$ cat config.mk
export PLATFORM = sky130hd
export DESIGN_NAME = gradient_palette_ramp5_top
export DESIGN_NICKNAME = d
export VERILOG_FILES = /design/src/hdl/gpr5_pkg.sv /design/src/hdl/gradient_palette_ramp5_top.sv /design/src/hdl/gpr5_front.sv /design/src/hdl/gpr5_queue.sv /design/src/hdl/gpr5_back.sv
export SDC_FILE = /design/constraint.sdc
export NUM_CORES = 2
export LEC_CHECK = 0
export ABC_AREA = 1
export BUFFER_PORTS_ARGS = -buffer_cell sky130_fd_sc_hd__buf_2
export CAP_MARGIN = 20
export CORE_AREA = 8 8 387 389
export CTS_BUF_LIST = sky130_fd_sc_hd__clkbuf_8
export CTS_CLUSTER_DIAMETER = 120
export DETAILED_ROUTE_END_ITERATION = 10
export DIE_AREA = 0 0 395 397
export GPL_TIMING_DRIVEN = 0
export HOLD_SLACK_MARGIN = 0.12
export PLACE_DENSITY = 0.45
export SLEW_MARGIN = 20
export SYNTH_ARGS = -nofsm -noshare
export SYNTH_HDL_FRONTEND = slang
export SYNTH_SLANG_ARGS = --single-unit
$ cat constraint.sdc
create_clock -name clk -period 13.2 [get_ports clk]
set_clock_uncertainty 0.15 [all_clocks]
set_input_delay 0.66 -clock clk [delete_from_list [all_inputs] [get_ports clk]]
set_output_delay 0.66 -clock clk [all_outputs]
set_load 0.02 [all_outputs]
$ cat src/hdl/gpr5_pkg.sv
`timescale 1ns / 1ps
`default_nettype none

package gpr5_pkg;

    localparam int NUM_STOPS   = 5;
    localparam int NUM_CHAN    = 3;
    localparam int CHAN_W      = 8;
    localparam int COLOR_W     = NUM_CHAN * CHAN_W;
    localparam int POS_W       = 18;
    localparam int S_TDATA_W   = 24;
    localparam int CFG_IDX_W   = 3;
    localparam int STOP_IDX_W  = $clog2(NUM_STOPS);
    localparam int QUEUE_DEPTH = 4;

    typedef logic [1:0]         seg_t;
    typedef logic [COLOR_W-1:0] color_t;

    typedef enum logic [CFG_IDX_W-1:0] {
        REG_STOP_COLOR_0 = 3'd0,
        REG_STOP_COLOR_1 = 3'd1,
        REG_STOP_COLOR_2 = 3'd2,
        REG_STOP_COLOR_3 = 3'd3,
        REG_STOP_COLOR_4 = 3'd4
    } cfg_reg_t;

    localparam seg_t SEG_FIRST = 2'd0;
    localparam seg_t SEG_LAST  = 2'd3;

    localparam color_t STOP_COLOR_RESET [NUM_STOPS] = '{
        24'h08143C, 24'h1E3A8A, 24'h93C5FD, 24'hFBBF24, 24'hFFF1D6
    };

endpackage

`default_nettype wire

$ cat src/hdl/gradient_palette_ramp5_top.sv
`timescale 1ns / 1ps
`default_nettype none

// Five-stop piecewise-linear color map from a signed Q1.16 position to 24-bit RGB.
// The input stream carries one position per beat in s_tdata and the output stream
// returns one color per beat in m_tdata, in the same order.
// A front stage classifies each position into its segment and offset and pushes it
// into a four-entry queue; a back pipeline scales the offset by the segment's
// reciprocal, saturates the ratio and blends the two stop colors per channel.
// One beat is accepted every cycle while the queue is not full; the rate is set by
// the three-stage back pipeline, which advances once per cycle while its output
// register is free or being taken. When the receiver holds m_tready low with a beat
// in the output register, the back pipeline freezes, the queue fills, and s_tready
// drops once all four queue entries are in use. The user writes the stop colors
// through the cfg port only while the block is idle; the block does not enforce
// this. Reset empties the queue and pipeline and restores the default stop colors.

module gradient_palette_ramp5_top
    import gpr5_pkg::*;
#(
    parameter int FRAC_BITS = 16
)
(
    input  logic                 clk,
    input  logic                 rst_n,
    input  logic                 s_tvalid,
    output logic                 s_tready,
    input  logic [S_TDATA_W-1:0] s_tdata,   // position[17:0], zero padding[23:18]
    output logic                 m_tvalid,
    input  logic                 m_tready,
    output logic [COLOR_W-1:0]   m_tdata,   // rgb_color[23:0]
    input  logic                 cfg_we,
    input  logic [CFG_IDX_W-1:0] cfg_index,
    input  logic [COLOR_W-1:0]   cfg_data
);

    localparam int ITEM_W = FRAC_BITS + 3;

    color_t               color_reg [NUM_STOPS];
    seg_t                 front_seg;
    logic [FRAC_BITS-1:0] front_offset;
    logic                 front_saturate;
    logic                 q_push;
    logic                 q_full;
    logic                 q_pop;
    logic                 q_valid;
    logic [ITEM_W-1:0]    q_rd_data;

    assign s_tready = !q_full;
    assign q_push   = s_tvalid && !q_full;

    always_ff @(posedge clk or negedge rst_n)
    begin
        if (!rst_n)
        begin
            for (int i = 0; i < NUM_STOPS; i++)
            begin
                color_reg[i] <= STOP_COLOR_RESET[i];
            end
        end
        else if (cfg_we)
        begin
            case (cfg_reg_t'(cfg_index))
                REG_STOP_COLOR_0: color_reg[0] <= cfg_data;
                REG_STOP_COLOR_1: color_reg[1] <= cfg_data;
                REG_STOP_COLOR_2: color_reg[2] <= cfg_data;
                REG_STOP_COLOR_3: color_reg[3] <= cfg_data;
                REG_STOP_COLOR_4: color_reg[4] <= cfg_data;
                default:          ;
            endcase
        end
    end

    gpr5_front #(
        .FRAC_BITS (FRAC_BITS)
    ) u_front (
        .position  (s_tdata[POS_W-1:0]),
        .seg       (front_seg),
        .offset    (front_offset),
        .saturate  (front_saturate)
    );

    gpr5_queue #(
        .WIDTH     (ITEM_W),
        .DEPTH     (QUEUE_DEPTH)
    ) u_queue (
        .clk       (clk),
        .rst_n     (rst_n),
        .push      (q_push),
        .wr_data   ({front_saturate, front_seg, front_offset}),
        .full      (q_full),
        .pop       (q_pop),
        .rd_valid  (q_valid),
        .rd_data   (q_rd_data)
    );

    gpr5_back #(
        .FRAC_BITS (FRAC_BITS)
    ) u_back (
        .clk         (clk),
        .rst_n       (rst_n),
        .in_valid    (q_valid),
        .in_ready    (q_pop),
        .in_seg      (q_rd_data[FRAC_BITS+1:FRAC_BITS]),
        .in_offset   (q_rd_data[FRAC_BITS-1:0]),
        .in_saturate (q_rd_data[FRAC_BITS+2]),
        .stop_color  (color_reg),
        .m_tvalid    (m_tvalid),
        .m_tready    (m_tready),
        .m_tdata     (m_tdata)
    );

endmodule

`default_nettype wire

$ cat src/hdl/gpr5_front.sv
`timescale 1ns / 1ps
`default_nettype none

module gpr5_front
    import gpr5_pkg::*;
#(
    parameter int FRAC_BITS = 16
)
(
    input  logic signed [POS_W-1:0]     position,
    output seg_t                        seg,
    output logic        [FRAC_BITS-1:0] offset,
    output logic                        saturate
);

    localparam int UW = (FRAC_BITS + 1 > POS_W - 1) ? FRAC_BITS + 1 : POS_W - 1;
    localparam longint ONE = longint'(1) << FRAC_BITS;
    localparam longint P1  = (30 * ONE + 50) / 100;
    localparam longint P2  = (55 * ONE + 50) / 100;
    localparam longint P3  = (78 * ONE + 50) / 100;

    logic [UW-1:0] ut;
    logic [UW-1:0] lo;

    always_comb
    begin
        ut       = UW'(position[POS_W-2:0]);
        lo       = '0;
        seg      = SEG_FIRST;
        offset   = '0;
        saturate = 1'b0;
        if (position[POS_W-1] || (position == '0))
        begin
            seg = SEG_FIRST;
        end
        else if (ut >= UW'(ONE))
        begin
            seg      = SEG_LAST;
            saturate = 1'b1;
        end
        else
        begin
            if (ut > UW'(P3))
            begin
                seg = 2'd3;
                lo  = UW'(P3);
            end
            else if (ut > UW'(P2))
            begin
                seg = 2'd2;
                lo  = UW'(P2);
            end
            else if (ut > UW'(P1))
            begin
                seg = 2'd1;
                lo  = UW'(P1);
            end
            else
            begin
                seg = 2'd0;
                lo  = '0;
            end
            offset = FRAC_BITS'(ut - lo);
        end
    end

endmodule

`default_nettype wire

$ cat src/hdl/gpr5_queue.sv
`timescale 1ns / 1ps
`default_nettype none

module gpr5_queue
#(
    parameter int WIDTH = 8,
    parameter int DEPTH = 4
)
(
    input  logic             clk,
    input  logic             rst_n,
    input  logic             push,
    input  logic [WIDTH-1:0] wr_data,
    output logic             full,
    input  logic             pop,
    output logic             rd_valid,
    output logic [WIDTH-1:0] rd_data
);

    localparam int AW = $clog2(DEPTH);
    localparam int CW = $clog2(DEPTH + 1);

    logic [WIDTH-1:0] entry_reg [DEPTH];
    logic [AW-1:0]    wr_ptr_reg;
    logic [AW-1:0]    rd_ptr_reg;
    logic [CW-1:0]    count_reg;
    logic [CW-1:0]    count_next;
    logic             do_pop;

    assign full     = (count_reg == CW'(DEPTH));
    assign rd_valid = (count_reg != '0);
    assign rd_data  = entry_reg[rd_ptr_reg];
    assign do_pop   = pop && rd_valid;

    always_comb
    begin
        count_next = count_reg;
        if (push && !do_pop)
        begin
            count_next = count_reg + CW'(1);
        end
        else if (do_pop && !push)
        begin
            count_next = count_reg - CW'(1);
        end
    end

    always_ff @(posedge clk or negedge rst_n)
    begin
        if (!rst_n)
        begin
            wr_ptr_reg <= '0;
            rd_ptr_reg <= '0;
            count_reg  <= '0;
        end
        else
        begin
            count_reg <= count_next;
            if (push)
            begin
                wr_ptr_reg <= (wr_ptr_reg == AW'(DEPTH - 1)) ? '0 : wr_ptr_reg + AW'(1);
            end
            if (do_pop)
            begin
                rd_ptr_reg <= (rd_ptr_reg == AW'(DEPTH - 1)) ? '0 : rd_ptr_reg + AW'(1);
            end
        end
    end

    always_ff @(posedge clk)
    begin
        if (push)
        begin
            entry_reg[wr_ptr_reg] <= wr_data;
        end
    end

endmodule

`default_nettype wire

$ cat src/hdl/gpr5_back.sv
`timescale 1ns / 1ps
`default_nettype none

module gpr5_back
    import gpr5_pkg::*;
#(
    parameter int FRAC_BITS = 16
)
(
    input  logic                 clk,
    input  logic                 rst_n,
    input  logic                 in_valid,
    output logic                 in_ready,
    input  seg_t                 in_seg,
    input  logic [FRAC_BITS-1:0] in_offset,
    input  logic                 in_saturate,
    input  color_t               stop_color [NUM_STOPS],
    output logic                 m_tvalid,
    input  logic                 m_tready,
    output logic [COLOR_W-1:0]   m_tdata
);

    localparam longint ONE = longint'(1) << FRAC_BITS;
    localparam longint P1  = (30 * ONE + 50) / 100;
    localparam longint P2  = (55 * ONE + 50) / 100;
    localparam longint P3  = (78 * ONE + 50) / 100;
    localparam longint W0  = P1;
    localparam longint W1  = P2 - P1;
    localparam longint W2  = P3 - P2;
    localparam longint W3  = ONE - P3;
    localparam longint K0  = ((ONE << FRAC_BITS) + W0 / 2) / W0;
    localparam longint K1  = ((ONE << FRAC_BITS) + W1 / 2) / W1;
    localparam longint K2  = ((ONE << FRAC_BITS) + W2 / 2) / W2;
    localparam longint K3  = ((ONE << FRAC_BITS) + W3 / 2) / W3;
    localparam int KW  = FRAC_BITS + 3;
    localparam int PRW = FRAC_BITS + KW;
    localparam int RW  = FRAC_BITS + 1;
    localparam int SW  = FRAC_BITS + CHAN_W + 1;

    logic                  pipe_en;
    logic [KW-1:0]         kval;
    logic [PRW-1:0]        prod_next;
    logic [KW-1:0]         ratio_hi;
    logic [RW-1:0]         ratio_next;
    logic [STOP_IDX_W-1:0] idx_a;
    logic [STOP_IDX_W-1:0] idx_b;
    color_t                color_a;
    color_t                color_b;
    logic [SW-1:0]         mix_sum [NUM_CHAN];
    logic [COLOR_W-1:0]    mix_next;

    logic                  v1_reg;
    seg_t                  seg1_reg;
    logic                  sat1_reg;
    logic [PRW-1:0]        prod1_reg;
    logic                  v2_reg;
    seg_t                  seg2_reg;
    logic [RW-1:0]         ratio2_reg;
    logic                  m_tvalid_reg;
    logic [COLOR_W-1:0]    m_tdata_reg;

    assign pipe_en  = !m_tvalid_reg || m_tready;
    assign in_ready = pipe_en;
    assign m_tvalid = m_tvalid_reg;
    assign m_tdata  = m_tdata_reg;

    always_comb
    begin
        case (in_seg)
            2'd0:    kval = KW'(K0);
            2'd1:    kval = KW'(K1);
            2'd2:    kval = KW'(K2);
            default: kval = KW'(K3);
        endcase
        prod_next = PRW'(in_offset) * PRW'(kval);
    end

    always_comb
    begin
        ratio_hi = prod1_reg[PRW-1:FRAC_BITS];
        if (sat1_reg || (ratio_hi > KW'(ONE)))
        begin
            ratio_next = RW'(ONE);
        end
        else
        begin
            ratio_next = RW'(ratio_hi);
        end
    end

    always_comb
    begin
        idx_a   = STOP_IDX_W'(seg2_reg);
        idx_b   = STOP_IDX_W'(seg2_reg) + STOP_IDX_W'(1);
        color_a = stop_color[idx_a];
        color_b = stop_color[idx_b];
        for (int c = 0; c < NUM_CHAN; c++)
        begin
            mix_sum[c] = SW'(color_a[c*CHAN_W +: CHAN_W]) * SW'(RW'(ONE) - ratio2_reg)
                       + SW'(color_b[c*CHAN_W +: CHAN_W]) * SW'(ratio2_reg);
            mix_next[c*CHAN_W +: CHAN_W] = mix_sum[c][FRAC_BITS+CHAN_W-1:FRAC_BITS];
        end
    end

    always_ff @(posedge clk or negedge rst_n)
    begin
        if (!rst_n)
        begin
            v1_reg       <= 1'b0;
            v2_reg       <= 1'b0;
            m_tvalid_reg <= 1'b0;
        end
        else if (pipe_en)
        begin
            v1_reg       <= in_valid;
            v2_reg       <= v1_reg;
            m_tvalid_reg <= v2_reg;
        end
    end

    always_ff @(posedge clk)
    begin
        if (pipe_en)
        begin
            seg1_reg    <= in_seg;
            sat1_reg    <= in_saturate;
            prod1_reg   <= prod_next;
            seg2_reg    <= seg1_reg;
            ratio2_reg  <= ratio_next;
            m_tdata_reg <= mix_next;
        end
    end

endmodule

`default_nettype wire
**After elaboration in Yosys (flattened, before gate mapping)**

Memory sizes are Yosys's and may differ from the RTL's.
Cells that the tools add are included.

- Bits in registers: 211
- Memory bits (writable): 76
- Input bits: 56
- Memories: 1

- Add/subtract/negate cells: 10
- $mul: 7
- Order comparisons: 7
- Equal/unequal tests: 9
- Multiplexer cells: 27
- Bitwise logic cells: 2
- Reductions and logical operators: 21

Memory list:

| memory | words | bits a word | rd ports | clocked after memory_dff | wr ports | RTL line | text |
|---|---|---|---|---|---|---|---|
| u_queue.entry_reg | 4 | 19 | 1 | 0 | 1 | gpr5_queue.sv:23 | `logic [WIDTH-1:0] entry_reg [DEPTH];` |

Operator list:

| operator | number |
|---|---|
| $bmux W24 S3 | 2 |
| $mux W16 | 6 |
| $mux W24 | 4 |
| $mul A8 B25 Y24 | 3 |
| $add A24 B24 Y24 | 3 |
| $mul A8 B17 Y24 | 3 |
| $pmux W19 S3 | 1 |
| $mul A16 B19 Y35 | 1 |
| $gt A17 B16 Y1 const B | 2 |
| $gt A19 B17 Y1 const B | 1 |
| $logic_not A18 Y1 | 1 |
| $sub A17 B17 Y18 const A | 1 |
| $ge A17 B17 Y1 const B | 1 |
| $gt A17 B15 Y1 const B | 1 |
| $sub A16 B16 Y16 | 1 |
| $mux W15 | 1 |
| $mux W2 | 6 |
| $reduce_and A2 Y1 | 5 |
| $ge A4 B4 Y1 const B | 2 |
| $eq A2 B2 Y1 const B | 3 |
| $eq A3 B2 Y1 const B | 2 |
| $eq A3 B3 Y1 const B | 2 |
| $mux W3 | 2 |
| $mux W1 | 5 |
| 15 further kinds | 24 |

**Longest topological paths before layout**

- Depth after elaboration: 9
- Depth in mapped cells: 40

**By module**

From an unflattened synthesis, not the netlist that was laid out.

- Cells, all modules: 5993
- Area total of the unflattened synthesis: 49084.6 sq um

By module, submodules not included:

| module | times used | cells each | area each (sq um) | sequential area each (sq um) |
|---|---|---|---|---|
| gpr5_back | 1 | 4951 | 39445.3 | 2026.9 |
| gradient_palette_ramp5_top | 1 | 533 | 4842.1 | 3086.7 |
| gpr5_queue | 1 | 276 | 3574.7 | 2457.4 |
| gpr5_front | 1 | 233 | 1222.4 | 0.0 |

**Worst setup path before layout**

Ideal clock, no wire load.

- Path type: reg2reg
- Start: register u_queue.rd_ptr_reg[0]
- End: register u_back.prod1_reg[34] (data pin)
- Arrival: 6888 ps
- Data required time: 12789 ps
- Path slack: 5901 ps
- Cell stages (with the launch flop): 32
- Buffers on the path: 3
- Cells stage by stage: dfrtp_1 inv_1 buf_4 nand2_1 a32oi_1 clkbuf_1 inv_1 ha_1 inv_1 clkbuf_1 nor2_1 fa_1 inv_1 fa_1 fa_1 inv_1 fa_1 fa_1 inv_1 fa_1 inv_1 ha_1 a21oi_1 a21boi_0 o21ai_0 a21oi_1 nand2_1 nand2_1 nand2_1 nand3_1 nand2_1 xor2_1

- Cells in the longest elaborated chain, start to end: 4
- Elaborated cells between the ends (all ways): 6
- Those cells by class: mul (1); eq/ne (2); mux (1); reduce/logical (1); memory (1)

Ends and longest elaborated chain:

| what | RTL line | text |
|---|---|---|
| from (decl) | gpr5_queue.sv:25 | `logic [AW-1:0] rd_ptr_reg;` |
| from (signal assigned) | gpr5_queue.sv:65 | `rd_ptr_reg <= (rd_ptr_reg == AW'(DEPTH - 1)) ? '0 : rd_ptr_reg + AW'(1);` |
| $mem_v2 Z4 W19 (*) | -- |  |
| via q_rd_data[16] | gradient_palette_ramp5_top.sv:47 | `logic [ITEM_W-1:0] q_rd_data;` |
| $eq A2 B2 Y1 (tied with other cells) | gpr5_back.sv:69 | `case (in_seg)` |
| $pmux W19 S3 (*) | gpr5_back.sv:69 |  |
| $mul A16 B19 Y35 (*) | gpr5_back.sv:75 | `prod_next = PRW'(in_offset) * PRW'(kval);` |
| via u_back.prod_next[34] | gpr5_back.sv:42 | `logic [PRW-1:0] prod_next;` |
| to (signal assigned) | gpr5_back.sv:127 | `prod1_reg <= prod_next;` |
| to (decl) | gpr5_back.sv:55 | `logic [PRW-1:0] prod1_reg;` |

Mark *: on every way through the listed nets, which the timed path passes. The rest lies on a longest branch.
A chain may end at the register's enable or synchronous reset.

**Worst setup path in the final report**

- Start: register u_back.ratio2_reg[1]
- End: register u_back.m_tdata_reg[23] (netlist: u_back.m_tdata[23]) (data pin)

- Cells in the longest elaborated chain, start to end: 3
- Elaborated cells between the ends (all ways): 4
- Those cells by class: add/sub (2); mul (2)

Ends and longest elaborated chain:

| what | RTL line | text |
|---|---|---|
| from (decl) | gpr5_back.sv:58 | `logic [RW-1:0] ratio2_reg;` |
| from (signal assigned) | gpr5_back.sv:129 | `ratio2_reg <= ratio_next;` |
| $sub A17 B17 Y18 | gpr5_back.sv:99 | `mix_sum[c] = SW'(color_a[c*CHAN_W +: CHAN_W]) * SW'(RW'(ONE) - ratio2_reg)` |
| $mul A8 B25 Y24 | gpr5_back.sv:99 |  |
| $add A24 B24 Y24 (*) | gpr5_back.sv:100 | `+ SW'(color_b[c*CHAN_W +: CHAN_W]) * SW'(ratio2_reg);` |
| via u_back.mix_next[23] | gpr5_back.sv:50 | `logic [COLOR_W-1:0] mix_next;` |
| to (signal assigned) | gpr5_back.sv:130 | `m_tdata_reg <= mix_next;` |
| to (decl) | gpr5_back.sv:60 | `logic [COLOR_W-1:0] m_tdata_reg;` |

Marks and branches as above.

==> metrics.md <==
| Metric | Value |
|---|---|
| Die area | 0.1568 mm² |
| First-pass GRT wire length | 257000 µm |
| Number of global-route vias before repair | 39950 |
| Final slew viol count | 0 |
| RSZ-0062 raised after global routing | false |
| CTS Buffer Depth | 3 |
| Initial Util | 32.68% |
| CTS H-tree depth | 2 |
| Distinct cells, synth | 64 |
| Clk sink count | 271 |
| Post-synth EDFFs | 141 |
| Area growth syn-to-layout | 9.014% |
| Crit start category | flop |
| Most frequent CP cell | nand2_1 |
| Critical Path Slowest Stage Cell | clkbuf_1 |
| GP Congestion | 0.9040 |
| Drt initial violations | 2648 |
| Mapped Area | 0.04711 mm² |
| Detailed Place HPWL | 139400 µm |
| Wirelength per Cell | 21.83 µm |
| IO Pins | 82 |
| Max capacitance violation total | 0 |
| CTS tree | built |
| Commonest non-fill, non-tap cell in the layout | inv_1 |
| Status | complete, no violations |
| Reg clk slew, reported paths | 0.06 ns |
| Reg area | 0.007571 mm² |
| Max_slew headroom | 21.34% |
| Worst stage delay on the critical path | 0.84 ns |
| Worst slew pin tran | 1.180 ns |
| Pin count of the biggest net entering global routing | 91 |
| Fill cells | 15260 |
| Rows | 140 |
| Cts hold-fix bufs | 21 |
| Buffers inserted by post-CTS timing repair | 0 |
| Register bit count reported by yosys | 271 |
| Layout Nets | 7122 |
| Share of cells above drive strength 1 | 6.278% |
| Detail Route Antenna Nets | 0 |
| WP buf/inv | 10 |
| Syn Inst Count | 5699 |
| Final Hold Violating Endpoints | 0 |
| Worst-Skew Late Latency | 0.75 ns |
| Sequential element share of the synthesized area | 16.07% |
| Final WL | 170600 µm |
| R2R Setup Slk | 2.62 ns |
| Total CTS buffers | 53 |
| Critical Path RT | 13.50 ns |
| All-layer global routing usage | 21.73% |
| Die height | 397 µm |
| Worst-path fanout max | 10 |
| Critical path class | reg2reg |
| Max reg flops | 120 |
| Syn Area/Cell | 8.267 µm² |
| Core ar. | 0.1442 mm² |
| Root Buffer | clkbuf_8 |
| Initial antenna violation count | 6 |
| DRC Markers | 0 |
| Clock period minus worst slack | 10.58 ns |
| PostCTS Resize Cnt | 0 |
| Vias | 38060 |
| Total gr overflow | 0 |
| Crit. End Element | flop |
| Hold_sp | cfg_data[11] |
| Setup TNS | 0 ns |
| Via/cell ratio | 4.871 |
| DR pass1 iterations | 5 |
| Setup violations, final | 0 |
| Max Fclk | 0.09449 GHz |
| Chip width | 395 µm |
| Async SR Flop Fraction | 47.97% |
| Footprint of the multi-input gates | 0.03359 mm² |
| Synthesis Warnings | 0 |
| Port Buffers | 75 |
| Crit path max-delay family | adder cells |
| Worst path arrival time | 10.88 ns |
| Final period util | 80.18% |
| Syn nets | 6965 |
| Worst setup path startpoint | u_back.ratio2_reg[1] |
| RR Startpoint | u_back.ratio2_reg[1] |
| Top_reg_cell synth | edfxtp_1 |
| Most frequent cells in the layout | inv_1 (1347), nand2_1 (1214), fa_1 (887), nor2_1 (650), ha_1 (323) |
| HP Class | in2reg |
[stage by stage]
stage,hold WS (ns),util [%],cells,setup WS [ns],area [µm²]
2_1_floorplan,0.2144,-,5699,5.901,47110
4_1_cts,0.1208,35.62,7811,2.745,51350
3_5_place_dp,0.2593,34.73,7697,2.818,50060
6_report,0.1687,35.62,7815,2.617,51360
5_1_grt,0.1601,35.62,7815,2.220,51360
3_3_place_gp,0.2555,34.60,7691,2.434,49890
[final timing paths]
check                                endpoint  cells past startpoint
min reg2reg                u_back.seg2_reg[1]                      0
max reg2reg                u_back.m_tdata[23]                     35
max in group asynchronous       color_reg[81]                      3
min in group asynchronous      color_reg[113]                      2
max                        u_back.m_tdata[23]                     35
min                             color_reg[83]                      3
[cell usage after synthesis (4+ instances only)]
cell type  instances  area (µm²)
a221o_1            8       80.08
dfrtp_1           63        1577
o21ai_1            8       40.04
buf_4             22       165.2
fa_1             887       17760
nand4_1           25       156.4
edfxtp_1         141        4234
a21o_1            16       120.1
dfstp_2           67        1760
o211ai_1           9       67.56
xor2_1            41       359.1
nor4_1            10       62.56
nand2_2           11       68.82
nand3_1          183       915.9
xnor2_1           14       122.6
a221oi_1           5       43.79
a21boi_0           6       45.04
o21ai_2            5       43.79
or2_2              9       56.30
clkbuf_1         109       409.1
inv_1           1327        4981
o21a_1             4       30.03
or2_1              4       25.02
o21bai_1           5       37.54
nor3_1            25       125.1
ha_1             323        4041
o21ai_0          213        1066
buf_6              7       78.83
nand2_1         1214        4557
buf_2             46       230.2
nor2_1           654        2455
inv_2             18       67.56
a211oi_1           5       37.54
buf_1              6       22.52
a31oi_1           14       87.58
a21oi_1          139       695.7
nand3b_1           9       67.56
clkinv_1           6       22.52
a32oi_2            5       81.33
o31ai_1            5       37.54
[kinds of logic after synthesis]
group / after synthesis / share of synthesized area (%)
adder cells (fa/ha/maj): 1210 / 46.27
AO/OA/AOI/OAI: 463 / 5.676
XOR/XNOR: 55 / 1.022
AND/OR/NAND/NOR: 2156 / 18.24
buffers and inverters: 1544 / 12.72
flip-flops: 271 / 16.07
[area by class of cell]
cell class                 count  area share (%)
clock buffer                  61           1.635
tap                         1917           4.670
timing repair buffer         102           1.376
multi-input combinational   3884           65.41
clock inverter                32          0.4580
buffer                       191           1.791
inverter                    1353           9.901
antenna                        4         0.01949
sequential                   271           14.74
[metal layers]
layer	track usage (%)	part of all wire, %	up-vias
li1	-	-	17310
met1	28.52	42	19250
met2	36.21	47	1204
met3	2.756	5.8	308
met4	9.184	5.1	2
met5	0	0.0041	-
[worst reg2reg max path, delay by kind of cell (launching register included)]
| kind | cells | cell delay (ns) |
|---|---|---|
| AND/OR/NAND/NOR | 17 | 2.27 |
| flip-flops | 1 | 0.50 |
| buffers and inverters | 10 | 3.60 |
| adder cells (fa/ha/maj) | 8 | 3.83 |
Power is left out: the tool's default activity adds up to more than one toggle a clock period on the data nets, which glitch-free logic cannot reach.
